### src/hdl/spi_mbe_pkg.sv
`timescale 1ns / 1ps

package spi_mbe_pkg;

  localparam int COUNTER_WIDTH_DEF = 16;
  localparam int QUEUE_DEPTH       = 2;

  localparam int CFG_IDX_W  = 3;
  localparam int CFG_DATA_W = 16;

  // register indexes
  localparam logic [CFG_IDX_W-1:0] REG_SPI_MODE    = 3'd0;
  localparam logic [CFG_IDX_W-1:0] REG_MSB_FIRST   = 3'd1;
  localparam logic [CFG_IDX_W-1:0] REG_SEL_ACT_LOW = 3'd2;
  localparam logic [CFG_IDX_W-1:0] REG_HALF_PERIOD = 3'd3;

  // opcodes
  localparam logic [2:0] OP_WRITE   = 3'd0;
  localparam logic [2:0] OP_READ    = 3'd1;
  localparam logic [2:0] OP_XFER    = 3'd2;
  localparam logic [2:0] OP_SELECT  = 3'd3;
  localparam logic [2:0] OP_RELEASE = 3'd4;

  typedef enum logic [1:0] {
    CK_NONE,
    CK_BYTE,
    CK_SELECT,
    CK_RELEASE
  } cmd_kind_t;

  typedef struct packed {
    logic      cmd;
    cmd_kind_t kind;
    logic      rx_wanted;
    logic      is_read;
    logic [7:0] tx_byte;
    logic      miso;
  } item_t;

  typedef struct packed {
    logic  push;
    item_t item;
  } push_t;

endpackage

### src/hdl/spi_mbe_channels.sv
`timescale 1ns / 1ps

interface spi_mbe_in_if;
  logic       valid;
  logic       ready;
  logic       cmd_valid;
  logic [2:0] opcode;
  logic [7:0] tx_byte;
  logic       miso_level;

  modport source (output valid, cmd_valid, opcode, tx_byte, miso_level, input ready);
  modport sink (input valid, cmd_valid, opcode, tx_byte, miso_level, output ready);
endinterface

interface spi_mbe_out_if;
  logic       valid;
  logic       ready;
  logic       sck_level;
  logic       mosi_level;
  logic       select_level;
  logic       busy_res;
  logic       done_res;
  logic       rx_valid;
  logic [7:0] rx_byte;
  logic       status;

  modport source (output valid, sck_level, mosi_level, select_level, busy_res, done_res,
                  rx_valid, rx_byte, status, input ready);
  modport sink (input valid, sck_level, mosi_level, select_level, busy_res, done_res,
                rx_valid, rx_byte, status, output ready);
endinterface

interface spi_mbe_cfg_if;
  logic                               valid;
  logic                               ready;
  logic [spi_mbe_pkg::CFG_IDX_W-1:0]  index;
  logic [spi_mbe_pkg::CFG_DATA_W-1:0] data;

  modport source (output valid, index, data, input ready);
  modport sink (input valid, index, data, output ready);
endinterface

### src/hdl/spi_mbe_front.sv
`timescale 1ns / 1ps

module spi_mbe_front (
  spi_mbe_in_if.sink          in_if,
  input  logic                q_full,
  output spi_mbe_pkg::push_t  push_o
);

  spi_mbe_pkg::item_t item;

  // classify the tick
  always_comb begin
    item.cmd       = in_if.cmd_valid;
    item.kind      = spi_mbe_pkg::CK_NONE;
    item.rx_wanted = 1'b0;
    item.is_read   = 1'b0;
    item.tx_byte   = in_if.tx_byte;
    item.miso      = in_if.miso_level;
    if (in_if.cmd_valid) begin
      case (in_if.opcode)
        spi_mbe_pkg::OP_WRITE: begin
          item.kind = spi_mbe_pkg::CK_BYTE;
        end
        spi_mbe_pkg::OP_READ: begin
          item.kind      = spi_mbe_pkg::CK_BYTE;
          item.rx_wanted = 1'b1;
          item.is_read   = 1'b1;
        end
        spi_mbe_pkg::OP_XFER: begin
          item.kind      = spi_mbe_pkg::CK_BYTE;
          item.rx_wanted = 1'b1;
        end
        spi_mbe_pkg::OP_SELECT: begin
          item.kind = spi_mbe_pkg::CK_SELECT;
        end
        spi_mbe_pkg::OP_RELEASE: begin
          item.kind = spi_mbe_pkg::CK_RELEASE;
        end
        default: begin
          item.kind = spi_mbe_pkg::CK_NONE;
        end
      endcase
    end
  end

  assign in_if.ready = !q_full;
  assign push_o.push = in_if.valid && !q_full;
  assign push_o.item = item;

endmodule

### src/hdl/spi_mbe_queue.sv
`timescale 1ns / 1ps

module spi_mbe_queue (
  input  logic                clk,
  input  logic                rst_n,
  input  spi_mbe_pkg::push_t  push_i,
  output logic                full,
  input  logic                pop,
  output logic                empty,
  output spi_mbe_pkg::item_t  head
);

  localparam int DEPTH = spi_mbe_pkg::QUEUE_DEPTH;
  localparam int PTR_W = (DEPTH > 1) ? $clog2(DEPTH) : 1;
  localparam int CNT_W = $clog2(DEPTH + 1);

  spi_mbe_pkg::item_t mem [DEPTH];
  logic [PTR_W-1:0] wr_ptr_r;
  logic [PTR_W-1:0] rd_ptr_r;
  logic [CNT_W-1:0] count_r;
  logic             do_pop;

  assign full   = (count_r == CNT_W'(DEPTH));
  assign empty  = (count_r == '0);
  assign do_pop = pop && !empty;
  assign head   = mem[rd_ptr_r];

  always_ff @(posedge clk) begin
    if (push_i.push) begin
      mem[wr_ptr_r] <= push_i.item;
    end
  end

  always_ff @(posedge clk) begin
    if (!rst_n) begin
      wr_ptr_r <= '0;
      rd_ptr_r <= '0;
      count_r  <= '0;
    end else begin
      if (push_i.push) begin
        wr_ptr_r <= (wr_ptr_r == PTR_W'(DEPTH - 1)) ? '0 : wr_ptr_r + 1'b1;
      end
      if (do_pop) begin
        rd_ptr_r <= (rd_ptr_r == PTR_W'(DEPTH - 1)) ? '0 : rd_ptr_r + 1'b1;
      end
      case ({push_i.push, do_pop})
        2'b10:   count_r <= count_r + 1'b1;
        2'b01:   count_r <= count_r - 1'b1;
        default: count_r <= count_r;
      endcase
    end
  end

endmodule

### src/hdl/spi_mbe_back.sv
`timescale 1ns / 1ps

module spi_mbe_back #(
  parameter int COUNTER_WIDTH = spi_mbe_pkg::COUNTER_WIDTH_DEF
) (
  input  logic               clk,
  input  logic               rst_n,
  input  logic               q_empty,
  input  spi_mbe_pkg::item_t head,
  output logic               pop,
  spi_mbe_out_if.source      out_if,
  spi_mbe_cfg_if.sink        cfg_if
);

  localparam int CW = COUNTER_WIDTH;

  typedef enum logic [1:0] {
    PH_IDLE,
    PH_SETTLE,
    PH_LEAD,
    PH_TRAIL
  } phase_t;

  typedef struct packed {
    logic       sck_level;
    logic       mosi_level;
    logic       select_level;
    logic       busy_res;
    logic       done_res;
    logic       rx_valid;
    logic [7:0] rx_byte;
    logic       status;
  } result_t;

  // configuration
  logic [1:0]  mode_r;
  logic        msb_r;
  logic        sal_r;
  logic [15:0] hp_r;

  // engine state
  phase_t      phase_r, phase_nxt;
  logic        rxw_r, rxw_nxt;
  logic [2:0]  bit_r, bit_nxt;
  logic [CW-1:0] wait_r, wait_nxt;
  logic [7:0]  tx_r, tx_nxt;
  logic [7:0]  rx_r, rx_nxt;
  logic        clk_r, clk_nxt;
  logic        dat_r, dat_nxt;
  logic        sel_r, sel_nxt;

  logic        out_valid_r, out_valid_nxt;
  result_t     out_r, res;

  logic        cfg_we;
  logic        cpol, cpha;
  logic [CW-1:0] half;
  logic [2:0]  pos;

  function automatic logic [CW-1:0] half_ticks(input logic [15:0] hp);
    logic [31:0] h;
    logic [31:0] lim;
    h   = {16'd0, hp};
    lim = 32'((64'd1 << CW) - 64'd1);
    if (h == 32'd0) h = 32'd1;
    if (h > lim) h = lim;
    return h[CW-1:0];
  endfunction

  function automatic logic [2:0] bit_place(input logic msb, input logic [2:0] idx);
    return msb ? (3'd7 - idx) : idx;
  endfunction

  assign cfg_we        = cfg_if.valid;
  assign cfg_if.ready  = 1'b1;
  assign cpol          = mode_r[1];
  assign cpha          = mode_r[0];
  assign half          = half_ticks(hp_r);
  assign pos           = bit_place(msb_r, bit_r);
  assign pop           = !q_empty && !cfg_we && (!out_valid_r || out_if.ready);
  assign out_valid_nxt = pop ? 1'b1 : (out_if.ready ? 1'b0 : out_valid_r);

  always_comb begin
    phase_nxt = phase_r;
    rxw_nxt   = rxw_r;
    bit_nxt   = bit_r;
    wait_nxt  = wait_r;
    tx_nxt    = tx_r;
    rx_nxt    = rx_r;
    clk_nxt   = clk_r;
    dat_nxt   = dat_r;
    sel_nxt   = sel_r;
    res       = '0;
    if (phase_r == PH_IDLE) begin
      if (head.cmd) begin
        case (head.kind)
          spi_mbe_pkg::CK_BYTE: begin
            rxw_nxt   = head.rx_wanted;
            tx_nxt    = head.is_read ? 8'd0 : head.tx_byte;
            rx_nxt    = 8'd0;
            bit_nxt   = 3'd0;
            dat_nxt   = tx_nxt[bit_place(msb_r, 3'd0)];
            if (cpha) clk_nxt = !cpol;
            phase_nxt = PH_LEAD;
            wait_nxt  = half;
          end
          spi_mbe_pkg::CK_SELECT: begin
            sel_nxt   = !sal_r;
            phase_nxt = PH_SETTLE;
            wait_nxt  = CW'(1);
          end
          spi_mbe_pkg::CK_RELEASE: begin
            sel_nxt   = sal_r;
            phase_nxt = PH_SETTLE;
            wait_nxt  = CW'(1);
          end
          default: begin
            phase_nxt = PH_IDLE;
          end
        endcase
      end
    end else begin
      res.status = head.cmd;
      if (phase_r == PH_SETTLE) begin
        phase_nxt    = PH_IDLE;
        wait_nxt     = '0;
        res.done_res = 1'b1;
      end else if (wait_r > CW'(1)) begin
        wait_nxt = wait_r - 1'b1;
      end else if (phase_r == PH_LEAD) begin
        clk_nxt = cpha ? cpol : !cpol;
        if (head.miso) rx_nxt[pos] = 1'b1;
        phase_nxt = PH_TRAIL;
        wait_nxt  = half;
      end else begin
        clk_nxt = cpol;
        if (bit_r == 3'd7) begin
          phase_nxt    = PH_IDLE;
          wait_nxt     = '0;
          res.done_res = 1'b1;
          if (rxw_r) begin
            res.rx_valid = 1'b1;
            res.rx_byte  = rx_r;
          end
        end else begin
          bit_nxt   = bit_r + 1'b1;
          dat_nxt   = tx_r[bit_place(msb_r, bit_nxt)];
          if (cpha) clk_nxt = !cpol;
          phase_nxt = PH_LEAD;
          wait_nxt  = half;
        end
      end
    end
    res.sck_level    = clk_nxt;
    res.mosi_level   = dat_nxt;
    res.select_level = sel_nxt;
    res.busy_res     = (phase_nxt != PH_IDLE);
  end

  always_ff @(posedge clk) begin
    if (!rst_n) begin
      mode_r      <= 2'd0;
      msb_r       <= 1'b1;
      sal_r       <= 1'b1;
      hp_r        <= 16'd1;
      phase_r     <= PH_IDLE;
      rxw_r       <= 1'b0;
      bit_r       <= 3'd0;
      wait_r      <= '0;
      tx_r        <= 8'd0;
      rx_r        <= 8'd0;
      clk_r       <= 1'b0;
      dat_r       <= 1'b0;
      sel_r       <= 1'b1;
      out_valid_r <= 1'b0;
    end else begin
      out_valid_r <= out_valid_nxt;
      if (cfg_we) begin
        case (cfg_if.index)
          spi_mbe_pkg::REG_SPI_MODE: begin
            mode_r  <= cfg_if.data[1:0];
            phase_r <= PH_IDLE;
            wait_r  <= '0;
            clk_r   <= cfg_if.data[1];
            dat_r   <= 1'b0;
            sel_r   <= sal_r;
          end
          spi_mbe_pkg::REG_MSB_FIRST: begin
            msb_r <= cfg_if.data[0];
          end
          spi_mbe_pkg::REG_SEL_ACT_LOW: begin
            sal_r   <= cfg_if.data[0];
            phase_r <= PH_IDLE;
            wait_r  <= '0;
            clk_r   <= cpol;
            dat_r   <= 1'b0;
            sel_r   <= cfg_if.data[0];
          end
          spi_mbe_pkg::REG_HALF_PERIOD: begin
            hp_r <= cfg_if.data[15:0];
          end
          default: begin
            hp_r <= hp_r;
          end
        endcase
      end else if (pop) begin
        phase_r <= phase_nxt;
        rxw_r   <= rxw_nxt;
        bit_r   <= bit_nxt;
        wait_r  <= wait_nxt;
        tx_r    <= tx_nxt;
        rx_r    <= rx_nxt;
        clk_r   <= clk_nxt;
        dat_r   <= dat_nxt;
        sel_r   <= sel_nxt;
        out_r   <= res;
      end
    end
  end

  assign out_if.valid        = out_valid_r;
  assign out_if.sck_level    = out_r.sck_level;
  assign out_if.mosi_level   = out_r.mosi_level;
  assign out_if.select_level = out_r.select_level;
  assign out_if.busy_res     = out_r.busy_res;
  assign out_if.done_res     = out_r.done_res;
  assign out_if.rx_valid     = out_r.rx_valid;
  assign out_if.rx_byte      = out_r.rx_byte;
  assign out_if.status       = out_r.status;

  a_idle_no_wait: assert property (@(posedge clk) disable iff (!rst_n)
    (phase_r == PH_IDLE) |-> (wait_r == '0))
    else $error("wait count left running while idle");

  a_rx_needs_done: assert property (@(posedge clk) disable iff (!rst_n)
    (out_valid_r && out_r.rx_valid) |-> out_r.done_res)
    else $error("received byte reported without completion");

  a_done_not_busy: assert property (@(posedge clk) disable iff (!rst_n)
    (out_valid_r && out_r.done_res) |-> !out_r.busy_res)
    else $error("completion reported while still busy");

  a_last_bit_ends: assert property (@(posedge clk) disable iff (!rst_n)
    (pop && !cfg_we && phase_r == PH_TRAIL && wait_r <= CW'(1) && bit_r == 3'd7)
    |=> (phase_r == PH_IDLE))
    else $error("byte did not finish after the eighth bit");

endmodule

### src/hdl/spi_master_byte_engine.sv
`timescale 1ns / 1ps

// spi master for modes 0 to 3: every input transaction is one time tick and yields exactly
// one result transaction with the pin levels, busy, done, received byte and status for that
// tick. one tick is taken every clock cycle while the queue is not full; a tick is classified
// on entry, waits in a two-entry queue and is executed by the tick engine, which registers
// the result, so each result passes through the queue and the engine's result register
// before it is presented. a byte completes 16 * half_period_ticks ticks after its command
// tick, select and release one settle tick after the command. configuration writes are taken
// every cycle and hold the engine for that cycle; writing the mode or the select polarity
// aborts any transfer and returns the pins to their idle levels.
module spi_master_byte_engine #(
  parameter int COUNTER_WIDTH = spi_mbe_pkg::COUNTER_WIDTH_DEF
) (
  input logic           clk,
  input logic           rst_n,
  spi_mbe_in_if.sink    in_if,
  spi_mbe_out_if.source out_if,
  spi_mbe_cfg_if.sink   cfg_if
);

  spi_mbe_pkg::push_t push;
  spi_mbe_pkg::item_t head;
  logic               q_full;
  logic               q_empty;
  logic               pop;

  spi_mbe_front u_front (
    .in_if  (in_if),
    .q_full (q_full),
    .push_o (push)
  );

  spi_mbe_queue u_queue (
    .clk    (clk),
    .rst_n  (rst_n),
    .push_i (push),
    .full   (q_full),
    .pop    (pop),
    .empty  (q_empty),
    .head   (head)
  );

  spi_mbe_back #(
    .COUNTER_WIDTH (COUNTER_WIDTH)
  ) u_back (
    .clk     (clk),
    .rst_n   (rst_n),
    .q_empty (q_empty),
    .head    (head),
    .pop     (pop),
    .out_if  (out_if),
    .cfg_if  (cfg_if)
  );

endmodule

### src/flat_wrapper.sv
// flat-port wrapper written by rule: the top's interface ports become plain ports
module spi_master_byte_engine_flat 
#(
  parameter int COUNTER_WIDTH = spi_mbe_pkg::COUNTER_WIDTH_DEF
)
  (clk, rst_n, in_if_valid, in_if_cmd_valid, in_if_opcode, in_if_tx_byte, in_if_miso_level, in_if_ready, out_if_valid, out_if_sck_level, out_if_mosi_level, out_if_select_level, out_if_busy_res, out_if_done_res, out_if_rx_valid, out_if_rx_byte, out_if_status, out_if_ready, cfg_if_valid, cfg_if_index, cfg_if_data, cfg_if_ready);
  spi_mbe_in_if in_if_i ();
  spi_mbe_out_if out_if_i ();
  spi_mbe_cfg_if cfg_if_i ();
  input logic clk;
  input logic rst_n;
  input wire logic [$bits(in_if_i.valid)-1:0] in_if_valid;
  input wire logic [$bits(in_if_i.cmd_valid)-1:0] in_if_cmd_valid;
  input wire logic [$bits(in_if_i.opcode)-1:0] in_if_opcode;
  input wire logic [$bits(in_if_i.tx_byte)-1:0] in_if_tx_byte;
  input wire logic [$bits(in_if_i.miso_level)-1:0] in_if_miso_level;
  output wire logic [$bits(in_if_i.ready)-1:0] in_if_ready;
  output wire logic [$bits(out_if_i.valid)-1:0] out_if_valid;
  output wire logic [$bits(out_if_i.sck_level)-1:0] out_if_sck_level;
  output wire logic [$bits(out_if_i.mosi_level)-1:0] out_if_mosi_level;
  output wire logic [$bits(out_if_i.select_level)-1:0] out_if_select_level;
  output wire logic [$bits(out_if_i.busy_res)-1:0] out_if_busy_res;
  output wire logic [$bits(out_if_i.done_res)-1:0] out_if_done_res;
  output wire logic [$bits(out_if_i.rx_valid)-1:0] out_if_rx_valid;
  output wire logic [$bits(out_if_i.rx_byte)-1:0] out_if_rx_byte;
  output wire logic [$bits(out_if_i.status)-1:0] out_if_status;
  input wire logic [$bits(out_if_i.ready)-1:0] out_if_ready;
  input wire logic [$bits(cfg_if_i.valid)-1:0] cfg_if_valid;
  input wire logic [$bits(cfg_if_i.index)-1:0] cfg_if_index;
  input wire logic [$bits(cfg_if_i.data)-1:0] cfg_if_data;
  output wire logic [$bits(cfg_if_i.ready)-1:0] cfg_if_ready;
  assign in_if_i.valid = in_if_valid;
  assign in_if_i.cmd_valid = in_if_cmd_valid;
  assign in_if_i.opcode = in_if_opcode;
  assign in_if_i.tx_byte = in_if_tx_byte;
  assign in_if_i.miso_level = in_if_miso_level;
  assign in_if_ready = in_if_i.ready;
  assign out_if_valid = out_if_i.valid;
  assign out_if_sck_level = out_if_i.sck_level;
  assign out_if_mosi_level = out_if_i.mosi_level;
  assign out_if_select_level = out_if_i.select_level;
  assign out_if_busy_res = out_if_i.busy_res;
  assign out_if_done_res = out_if_i.done_res;
  assign out_if_rx_valid = out_if_i.rx_valid;
  assign out_if_rx_byte = out_if_i.rx_byte;
  assign out_if_status = out_if_i.status;
  assign out_if_i.ready = out_if_ready;
  assign cfg_if_i.valid = cfg_if_valid;
  assign cfg_if_i.index = cfg_if_index;
  assign cfg_if_i.data = cfg_if_data;
  assign cfg_if_ready = cfg_if_i.ready;
  spi_master_byte_engine #(.COUNTER_WIDTH(COUNTER_WIDTH)) u_core (.clk(clk), .rst_n(rst_n), .in_if(in_if_i), .out_if(out_if_i), .cfg_if(cfg_if_i));
endmodule
### config.mk
export PLATFORM = sky130hd
export DESIGN_NAME = spi_master_byte_engine_flat
export DESIGN_NICKNAME = d
export VERILOG_FILES = /design/src/hdl/spi_mbe_pkg.sv /design/src/hdl/spi_mbe_channels.sv /design/src/hdl/spi_mbe_front.sv /design/src/hdl/spi_mbe_queue.sv /design/src/hdl/spi_mbe_back.sv /design/src/hdl/spi_master_byte_engine.sv /design/src/flat_wrapper.sv
export SDC_FILE = /design/constraint.sdc
export NUM_CORES = 1
export LEC_CHECK = 0
export BUFFER_PORTS_ARGS = -buffer_cell sky130_fd_sc_hd__buf_2
export CAP_MARGIN = 40
export CORE_MARGIN = 2
export CORE_UTILIZATION = 50
export DETAILED_ROUTE_END_ITERATION = 7
export PLACE_DENSITY = 0.78
export REMOVE_ABC_BUFFERS = 1
export SYNTH_ARGS = -nofsm -noshare
export SYNTH_HDL_FRONTEND = slang
export SYNTH_SLANG_ARGS = --single-unit
export TNS_END_PERCENT = 5
### constraint.sdc
create_clock -name clk -period 3.7 [get_ports clk]
set_clock_uncertainty 0.2 [all_clocks]
set_input_delay 0 -clock clk [delete_from_list [all_inputs] [get_ports clk]]
set_output_delay 0 -clock clk [all_outputs]
set_load 0.01 [all_outputs]
==> results of run 1 <==
## registers in the layout, summed over array words and instances, names as in the netlist, 2 cells and up, named ones only
signal / cells
u_core.u_back.tx_r: 8
u_core.u_back.wait_r: 16
u_core.u_back.phase_r: 2
u_core.u_queue.count_r: 2
u_core.u_back.out_if.rx_byte: 8
u_core.u_queue.mem: 28
u_core.u_back.hp_r: 16
u_core.u_back.bit_r: 3
u_core.u_back.mode_r: 2
u_core.u_back.rx_r: 8
## layer usage
layer	global-route usage, %	vias up	part of all wire [%]	wire, microns
li1	-	2250	-	-
met1	28.3	2214	43	5640
met2	41.1	131	50	6570
met3	3.38	30	4.0	518
met4	10.3	0	2.7	347
met5	0	-	0	0
## synthesized netlist by cell type (15+ instances only)
library cell | instances | area [sq um]
nand2_1 | 84 | 315
dfxtp_1 | 67 | 1340
edfxtp_1 | 43 | 1290
nor2_1 | 25 | 93.8
o21ai_0 | 22 | 110
clkbuf_1 | 21 | 78.8
and2_1 | 18 | 113
a21boi_0 | 17 | 128
inv_1 | 17 | 63.8
o21ai_1 | 17 | 85.1
nand3_1 | 15 | 75.1
## path summary, 6_finish.rpt
path	end	slack, ns
setup / recovery	u_core.u_back.tx_r[6]$_SDFFE_PN0P_	0.88
hold / removal	u_core.u_queue.mem[1][1]$_DFFE_PP_	0.12
setup reg to reg	u_core.u_back.tx_r[6]$_SDFFE_PN0P_	0.88
hold reg to reg	u_core.u_back.rx_r[6]$_SDFFE_PN0P_	0.26
## cells by family after synthesis
logic type / share of synthesized area, %
xor+xnor: 2.58
simple gates: 20.7
fa+ha+maj: 1.84
mux: 3.02
compound gates: 19.8
buf+inv: 3.50
flops: 48.5
other cells: 0.0691
## power breakdown
| part | leakage [nW] | switching [mW] | internal [mW] |
|---|---|---|---|
| clock | 0.105 | 0.464 | 0.273 |
| combinational | 1.53 | 0.611 | 0.376 |
| sequential | 0.947 | 0.0931 | 1.40 |
## cell type report
| type | count | area [sq um] |
|---|---|---|
| Clock buffer | 9 | 124 |
| Clock inverter | 7 | 86.3 |
| Fill cell | 868 | 4140 |
| Inverter | 17 | 63.8 |
| Multi-Input combinational cell | 408 | 2610 |
| Sequential cell | 110 | 2630 |
| Tap cell | 140 | 175 |
| Timing Repair Buffer | 114 | 870 |
## stage by stage
stage / setup slack, ns / cells
global route: 0.648 / 805
detailed placement: 0.970 / 732
global placement: 1.01 / 730
CTS: 0.893 / 805
floorplan: 1.40 / 535
finish: 0.884 / 805
## layout by cell type (no fill, tap or decap), types with 8 or more instances in the layout
master	count
nand2_1	84
dfxtp_1	67
dlygate4sd3_1	57
buf_2	53
edfxtp_1	43
nor2_1	25
o21ai_0	22
and2_1	18
inv_1	17
o21ai_1	17
a21boi_0	17
nand3_1	15
nand2b_1	13
mux2i_1	13
nor2b_1	13
a22oi_1	13
a21oi_1	12
a31oi_1	12
xnor2_1	11
nor3_1	11
nor4_1	9
o211a_1	9
clkbuf_8	9
ha_1	8
==> metrics, run 1 <==
placed inst area 5780 sq um; asr flop ratio synth 0%; Worst path most repeated cell nand2_1; Cell Chain, Critical Path nand2_1, o32ai_2, nand2_1, nor2_1, o221ai_1, o211a_1; Final Max Tran Viols 0; post-CTS setup buffer count 0; count of input and output buffers 53; worst-case clock buffer depth 2; Power Density 491 nW/um^2; Final Routed Wirelength 13100 microns; post-synth cell types 72; vias in the first global route 4559; Chip Width 108 microns; CP max stage cell dfxtp_1; min-delay worst type input pin to flip-flop; crit path time final 2.82 ns; Final Cycle Share 76.1%; Worst EP arrival 2.91 ns; # H-tree levels 3; core area 10700 sq um; Max FO, Critical Path 13; largest net degree at the start of global routing 36; CTS root buffer clkbuf_8; Top delay family on crit path simple AND/OR/NAND/NOR gates; CTS tree built; initial antenna violation count 0; Buf/Inv on CP 0; RSZ-0062 raised after global routing false; Peak VDD IR 0.338 mV; area of the mapped netlist 5430 sq um; P_leak 2.58 nW; GRT Util Overall 23.3%; FMAX 355 MHz; Final Hold Viols 0; Worst Tran Pin Value 0.820 ns; Gate Count Post-Synth 564; slowest cell delay on critical path 0.62 ns; DR DRC count 0; status completed; CP Capture Type flip-flop; FF-to-FF path depth 6; Ys Warns 0; Crit path required time 3.79 ns; Starting Density 50.7%; Layout Nets 705; number of flops mapped to enable cells by yosys 43; number of vias per cell 5.75; total power 3.22 mW; CTS resizes 0; die height 108 microns; Rows 38; diodes inserted 0; grt ovf 0; GPL Wtd Cong 0.953; CTS buffer count 9; Die ar. 11700 sq um; Skew-Pair Late Insertion Delay 0.39 ns; Worst Hold Margin 0.122 ns; Finished Core Util 61.3%; DR pass1 iterations 5; setup violators final 0; setup TNS 0 ns; Max-slew headroom 45.0%; hold path startpoint in_if_tx_byte[0]; antenna-violating nets left 0; maxcap violations 0; Top FF cell, synth dfxtp_1; Finished Cell Area 6560 sq um; Clock transition at path regs 0.12 ns; routed via count 4625; Yosys reg bits 110; Area Growth Syn to Fin 20.8%; Critical Path Source Type flip-flop; drt wl/cell 16.2 microns; drt first-iter violations 279; Boundary Pins 55; CP Depth 6; CTS sink count 110; share of cells above drive strength 1 13.2%; first-pass GRT wire length 21400 microns; # hold bufs at CTS 57; CP Class flip-flop to flip-flop; Hold Path Stages 2; Seq/Total Area, Yosys 48.5%; post-DP HPWL 8610 microns; mean post-synth cell area 9.63 sq um
Power figures use the tool's default switching activity.
==> inputs of run 2 (changes only) <==
clock period = 2.9 ns   (was 3.7 ns; I/O delays follow)
==> run 2 against run 1 <==
Net effect: sequential share of layout area is 0.40 points lower; combinational power is 35% higher; largest power group unchanged; register-to-register slack worse by 0.56 ns.
==> metrics, run 2 (same netlist as run 1, synthesis figures left out) <==
status completed; share of cells above drive strength 1 14.4%; Max FO, Critical Path 7; Crit path required time 3.03 ns; Max-slew headroom 48.2%; Critical Path Source Type input pin; min-delay worst type input pin to flip-flop; Buf/Inv on CP 4; initial antenna violation count 0; Final Max Tran Viols 0; CP Capture Type flip-flop; CTS sink count 110; Area Growth Syn to Fin 22.0%; CP Class input pin to flip-flop; vias in the first global route 4490; post-DP HPWL 8660 microns; GRT Util Overall 23.6%; Cell Chain, Critical Path dlygate4sd3_1, buf_2, nor2b_1, nor2b_1, nand3_1, dlygate4sd3_1, nand3_1, dlygate4sd3_1; met3 WL 528 microns; largest register by flop count u_core.u_queue.mem; total power 4.14 mW; drt wl/cell 15.8 microns; CTS buffer count 9; CTS resizes 0; diodes inserted 0; antenna-violating nets left 0; grt ovf 0; Worst path most repeated cell dlygate4sd3_1; setup violators final 0; largest net degree at the start of global routing 34; post-CTS setup buffer count 0; Worst EP arrival 2.89 ns; Die ar. 11700 sq um; Clock transition at path regs 0.12 ns; Worst Tran Pin Value 0.776 ns; Peak VDD IR 0.408 mV; CTS root buffer clkbuf_8; Top delay family on crit path buffers and inverters; Final Routed Wirelength 12900 microns; most common cell after layout, fill and taps aside nand2_1; met2 WL 6300 microns; Skew-Pair Late Insertion Delay 0.39 ns; GPL Wtd Cong 0.896; Fillers 871; maxcap violations 0; Power Density 626 nW/um^2; Boundary Pins 55; DR DRC count 0; core area 10700 sq um; commonest non-fill, non-tap cells in the layout 84 x nand2_1, 67 x dfxtp_1, 58 x dlygate4sd3_1; routed via count 4626; RSZ-0062 raised after global routing false; CP max stage cell dlygate4sd3_1; Final Hold Viols 0; slowest cell delay on critical path 0.58 ns; Largest regs u_core.u_queue.mem (28), u_core.u_back.hp_r (16), u_core.u_back.wait_r (16); worst-case clock buffer depth 2; # H-tree levels 3; die height 108 microns; Rows 38; Starting Density 50.7%; CTS tree built; Layout Nets 715; FMAX 362 MHz; first-pass GRT wire length 22000 microns; met1 WL 5710 microns; drt first-iter violations 268; P_leak 2.61 nW; count of input and output buffers 53; max FFs per register 28; # hold bufs at CTS 58; setup TNS 0 ns; Finished Core Util 61.9%; DR pass1 iterations 6; number of vias per cell 5.68; crit path time final 2.76 ns; max layer used met4; Chip Width 108 microns; Final Cycle Share 95.3%
-- run 2: cell types whose count changed in the layout (fill, tap and decap cells not counted) --
cell / delta
buf_4: +9
buf_2: +1
clkdlybuf4s15_2: -1
inv_8: +1
dlygate4sd3_1: +1
clkinv_8: -1
-- run 2: cell type report --
class	count	area, sq um	share of cell area, %
Clock buffer	9	124	1.87
Clock inverter	7	81.3	1.23
Inverter	17	63.8	0.963
Multi-Input combinational cell	408	2610	39.3
Sequential cell	110	2630	39.7
Tap cell	140	175	2.64
Timing Repair Buffer	124	941	14.2
-- run 2: final timing paths --
check	to	slack [ns]	cells past startpoint	startpoint
hold / removal	u_core.u_queue.mem[1][1]$_DFFE_PP_	0.12	2	in_if_tx_byte[0]
setup reg to reg	u_core.u_back.wait_r[9]$_SDFFE_PN0P_	0.32	9	u_core.u_back.wait_r[0]$_SDFFE_PN0P_
setup / recovery	u_core.u_back.sal_r$_SDFFE_PN1P_	0.14	8	cfg_if_valid
hold reg to reg	u_core.u_back.rx_r[0]$_SDFFE_PN0P_	0.26	2	u_core.u_back.rx_r[0]$_SDFFE_PN0P_
-- run 2: per-layer routing --
layer,vias to the layer above,track usage (%)
met3,36,3.86
li1,2271,-
met4,0,8.52
met2,140,39.9
met5,-,0
met1,2179,30.5
-- run 2: worst reg2reg max path: stages (launching register included) --
cell and delay (ns):
dfxtp_1 0.45, inv_1 0.10, ha_1 0.26, o21bai_1 0.21, or2_2 0.19, nor2_2 0.06
nor3_1 0.45, buf_2 0.32, a22oi_1 0.13, o21ai_1 0.15
-- run 2: where the power goes --
| group | leakage (nW) | internal, mW | switching (mW) |
|---|---|---|---|
| clock network | 0.104 | 0.347 | 0.582 |
| registers | 0.947 | 1.79 | 0.0958 |
| logic | 1.56 | 0.520 | 0.811 |
| total | 2.61 | 2.66 | 1.49 |
-- run 2: stage by stage --
stage / hold slack [ns] / worst slack [ns] / std cells / area [sq um]
floorplan: -0.128 / 0.600 / 535 / 5300
finish: 0.121 / 0.138 / 815 / 6620
detailed placement: -0.00879 / 0.453 / 741 / 5840
global route: 0.130 / 0.0712 / 815 / 6620
CTS: 0.111 / 0.245 / 815 / 6620
global placement: -0.0132 / 0.149 / 740 / 5830
==> inputs of run 3 (changes only) <==
PLACE_DENSITY = not set   (was 0.78)
PLACE_DENSITY_LB_ADDON = 0.05   (was not set)
SYNTH_HIERARCHICAL = 1   (was not set)
==> run 3 against run 2 <==
Net effect: sequential power decreased by 6%; sequential share of layout area fell by 0.34 points; power down 12%; critical endpoint is now u_core/u_back/wait_r[14]$_SDFFE_PN0P_; highest routed layer unchanged.
==> metrics, run 3 <==
worst-case clock buffer depth 2; post-DP HPWL 9650 microns; post-synth top area share 24.2%; # H-tree levels 3; GRT Util Overall 25.1%; Final Hold Viols 0; Boundary Pins 55; Max FO, Critical Path 7; # hold bufs at CTS 54; Starting Density 51.2%; core area 10800 sq um; vias in the first global route 4525; DR pass1 iterations 6; Crit path required time 2.99 ns; Gate power share 21.8%; first-pass GRT wire length 22900 microns; crit path time final 2.64 ns; cell taking the most area after synthesis dfxtp_1; status completed; Post-Place Cells 756; Net Switching 1.08 mW; Final Routed Wirelength 14100 microns; Layout Nets 723; maxcap violations 0; Worst EP arrival 2.72 ns; Die ar. 12000 sq um; Final Max Tran Viols 0; largest register by flop count u_core/u_queue/mem; post-CTS setup buffer count 0; Critical Path Source Type flip-flop; area of the mapped netlist 5550 sq um; Power Density 544 nW/um^2; Skew-Pair Late Insertion Delay 0.40 ns; non-filler cells, final 826; die height 109 microns; Final Cycle Share 91.0%; Rows 38; diodes inserted 0; Post-synth top cells 79 x nand2_1, 67 x dfxtp_1, 54 x a21oi_1; CP Class flip-flop to flip-flop; Yosys reg bits 110; antenna-violating nets left 0; Clock transition at path regs 0.10 ns; RSZ-0062 raised after global routing false; max FFs per register 28; Area Growth Syn to Fin 20.4%; Worst Tran Pin Value 0.699 ns; DR DRC count 0; Peak VDD IR 0.457 mV; P_int 2.55 mW; count of input and output buffers 53; drt first-iter violations 331; routed via count 4801; CTS buffer count 9; Clock power frac 29.4%; largest net degree at the start of global routing 37; Max-slew headroom 53.2%; mean post-synth cell area 9.56 sq um; CTS sink count 110; CTS tree built; GPL Wtd Cong 0.904; total power 3.63 mW; number of vias per cell 5.81; grt ovf 0; CTS root buffer clkbuf_8; min-delay worst type input pin to flip-flop; FMAX 379 MHz; asr flop ratio synth 0%; Area contributors post-synth dfxtp_1 24%, edfxtp_1 23%, nand2_1 5.3%; P_leak 2.42 nW; CTS resizes 0; setup violators final 0; count leader, synth nand2_1; setup TNS 0 ns; Chip Width 109 microns; Largest regs u_core/u_queue/mem (28), u_core/u_back/hp_r (16), u_core/u_back/wait_r (16); initial antenna violation count 0; commonest non-fill, non-tap cells in the layout 79 x nand2_1, 67 x dfxtp_1, 54 x dlygate4sd3_1, 54 x a21oi_1, 53 x buf_2; Seq/Total Area, Yosys 47.4%; most common cell after layout, fill and taps aside nand2_1; CP Capture Type flip-flop; Top FF cell, synth dfxtp_1; Ys Warns 6; Flop pwr share 48.8%; switching portion of total power 29.8%; Gate Count Post-Synth 581; number of flops mapped to enable cells by yosys 43; drt wl/cell 17.1 microns; share of cells above drive strength 1 17.5%; post-synth cell types 79
run 3: changes by cell type in the layout (fill, tap and decap cells not counted), sizes merged, moves of 7 or more:
cell / before / now
o211a: 9 / 0
mux2: 3 / 15
o21ai: 39 / 30
a21boi: 18 / 1
buf: 66 / 73
a22oi: 13 / 2
nor2: 26 / 35
a21oi: 12 / 54
nor3b: 3 / 14
nand2b: 13 / 5
mux2i: 13 / 5
run 3: kinds of logic after synthesis:
group | Yosys count | synth area share, %
and+or+nand+nor | 222 | 21.0
AOI/OAI and AO/OA | 152 | 18.0
DFF | 110 | 47.4
buffers and inverters | 55 | 5.45
muxes | 22 | 4.76
xor gates and xnor gates | 14 | 2.21
adders and majority gates | 5 | 1.13
other | 1 | 0.0675
run 3: path summary, 6_finish.rpt:
check / end / cells after the start / slack [ns] / startpoint
max reg2reg: u_core/u_back/wait_r[14]$_SDFFE_PN0P_ / 7 / 0.26 / flip-flop
min: u_core/u_queue/mem[0][0]$_DFFE_PP_ / 2 / 0.12 / in_if_miso_level
max: u_core/u_back/wait_r[14]$_SDFFE_PN0P_ / 7 / 0.26 / flip-flop
min reg2reg: u_core/u_back/rx_r[5]$_SDFFE_PN0P_ / 2 / 0.25 / u_core/u_back/rx_r[5]$_SDFFE_PN0P_
run 3: layout make-up:
| cell class | instances | area, sq um |
|---|---|---|
| multi-input combinational | 416 | 2620 |
| sequential | 110 | 2630 |
| timing repair buffer | 127 | 956 |
| fill | 945 | 4160 |
| clock inverter | 7 | 114 |
| clock buffer | 9 | 124 |
| inverter | 17 | 63.8 |
| tap | 140 | 175 |
run 3: layer usage:
metal / wire [microns] / vias up / global-route usage, %
li1: - / 2333 / -
met1: 6420 / 2303 / 35.3
met2: 6540 / 149 / 38.6
met3: 964 / 16 / 5.45
met4: 212 / 0 / 8.23
met5: 0 / - / 0
run 3: power groups by stage:
stage / clock, mW / combinational [mW] / sequential (mW)
2_1_floorplan: 0 / 0.458 / 1.82
3_3_place_gp: 0 / 0.729 / 1.80
3_5_place_dp: 0 / 0.734 / 1.81
4_1_cts: 1.09 / 0.781 / 1.77
5_1_grt: 1.14 / 0.868 / 1.79
6_report: 1.07 / 0.792 / 1.77
run 3: through the flow:
step	util [%]	setup WS (ns)	hold WS [ns]	cell area (sq um)
CTS	61.6	0.294	0.102	6680
detailed placement	54.5	0.329	-0.00843	5900
global placement	54.5	0.423	-0.0132	5900
global route	61.6	0.0988	0.118	6680
finish	61.6	0.262	0.125	6680
floorplan	-	0.339	-0.128	5310
run 3: critical path, cell delays in order, from the launching register on:
cell      delay [ns]
dfxtp_1         0.41
mux2_2          0.41
o21ai_0         0.36
a2111o_1        0.34
nor3_2          0.06
buf_4           0.17
or2_1           0.25
a221o_1         0.34
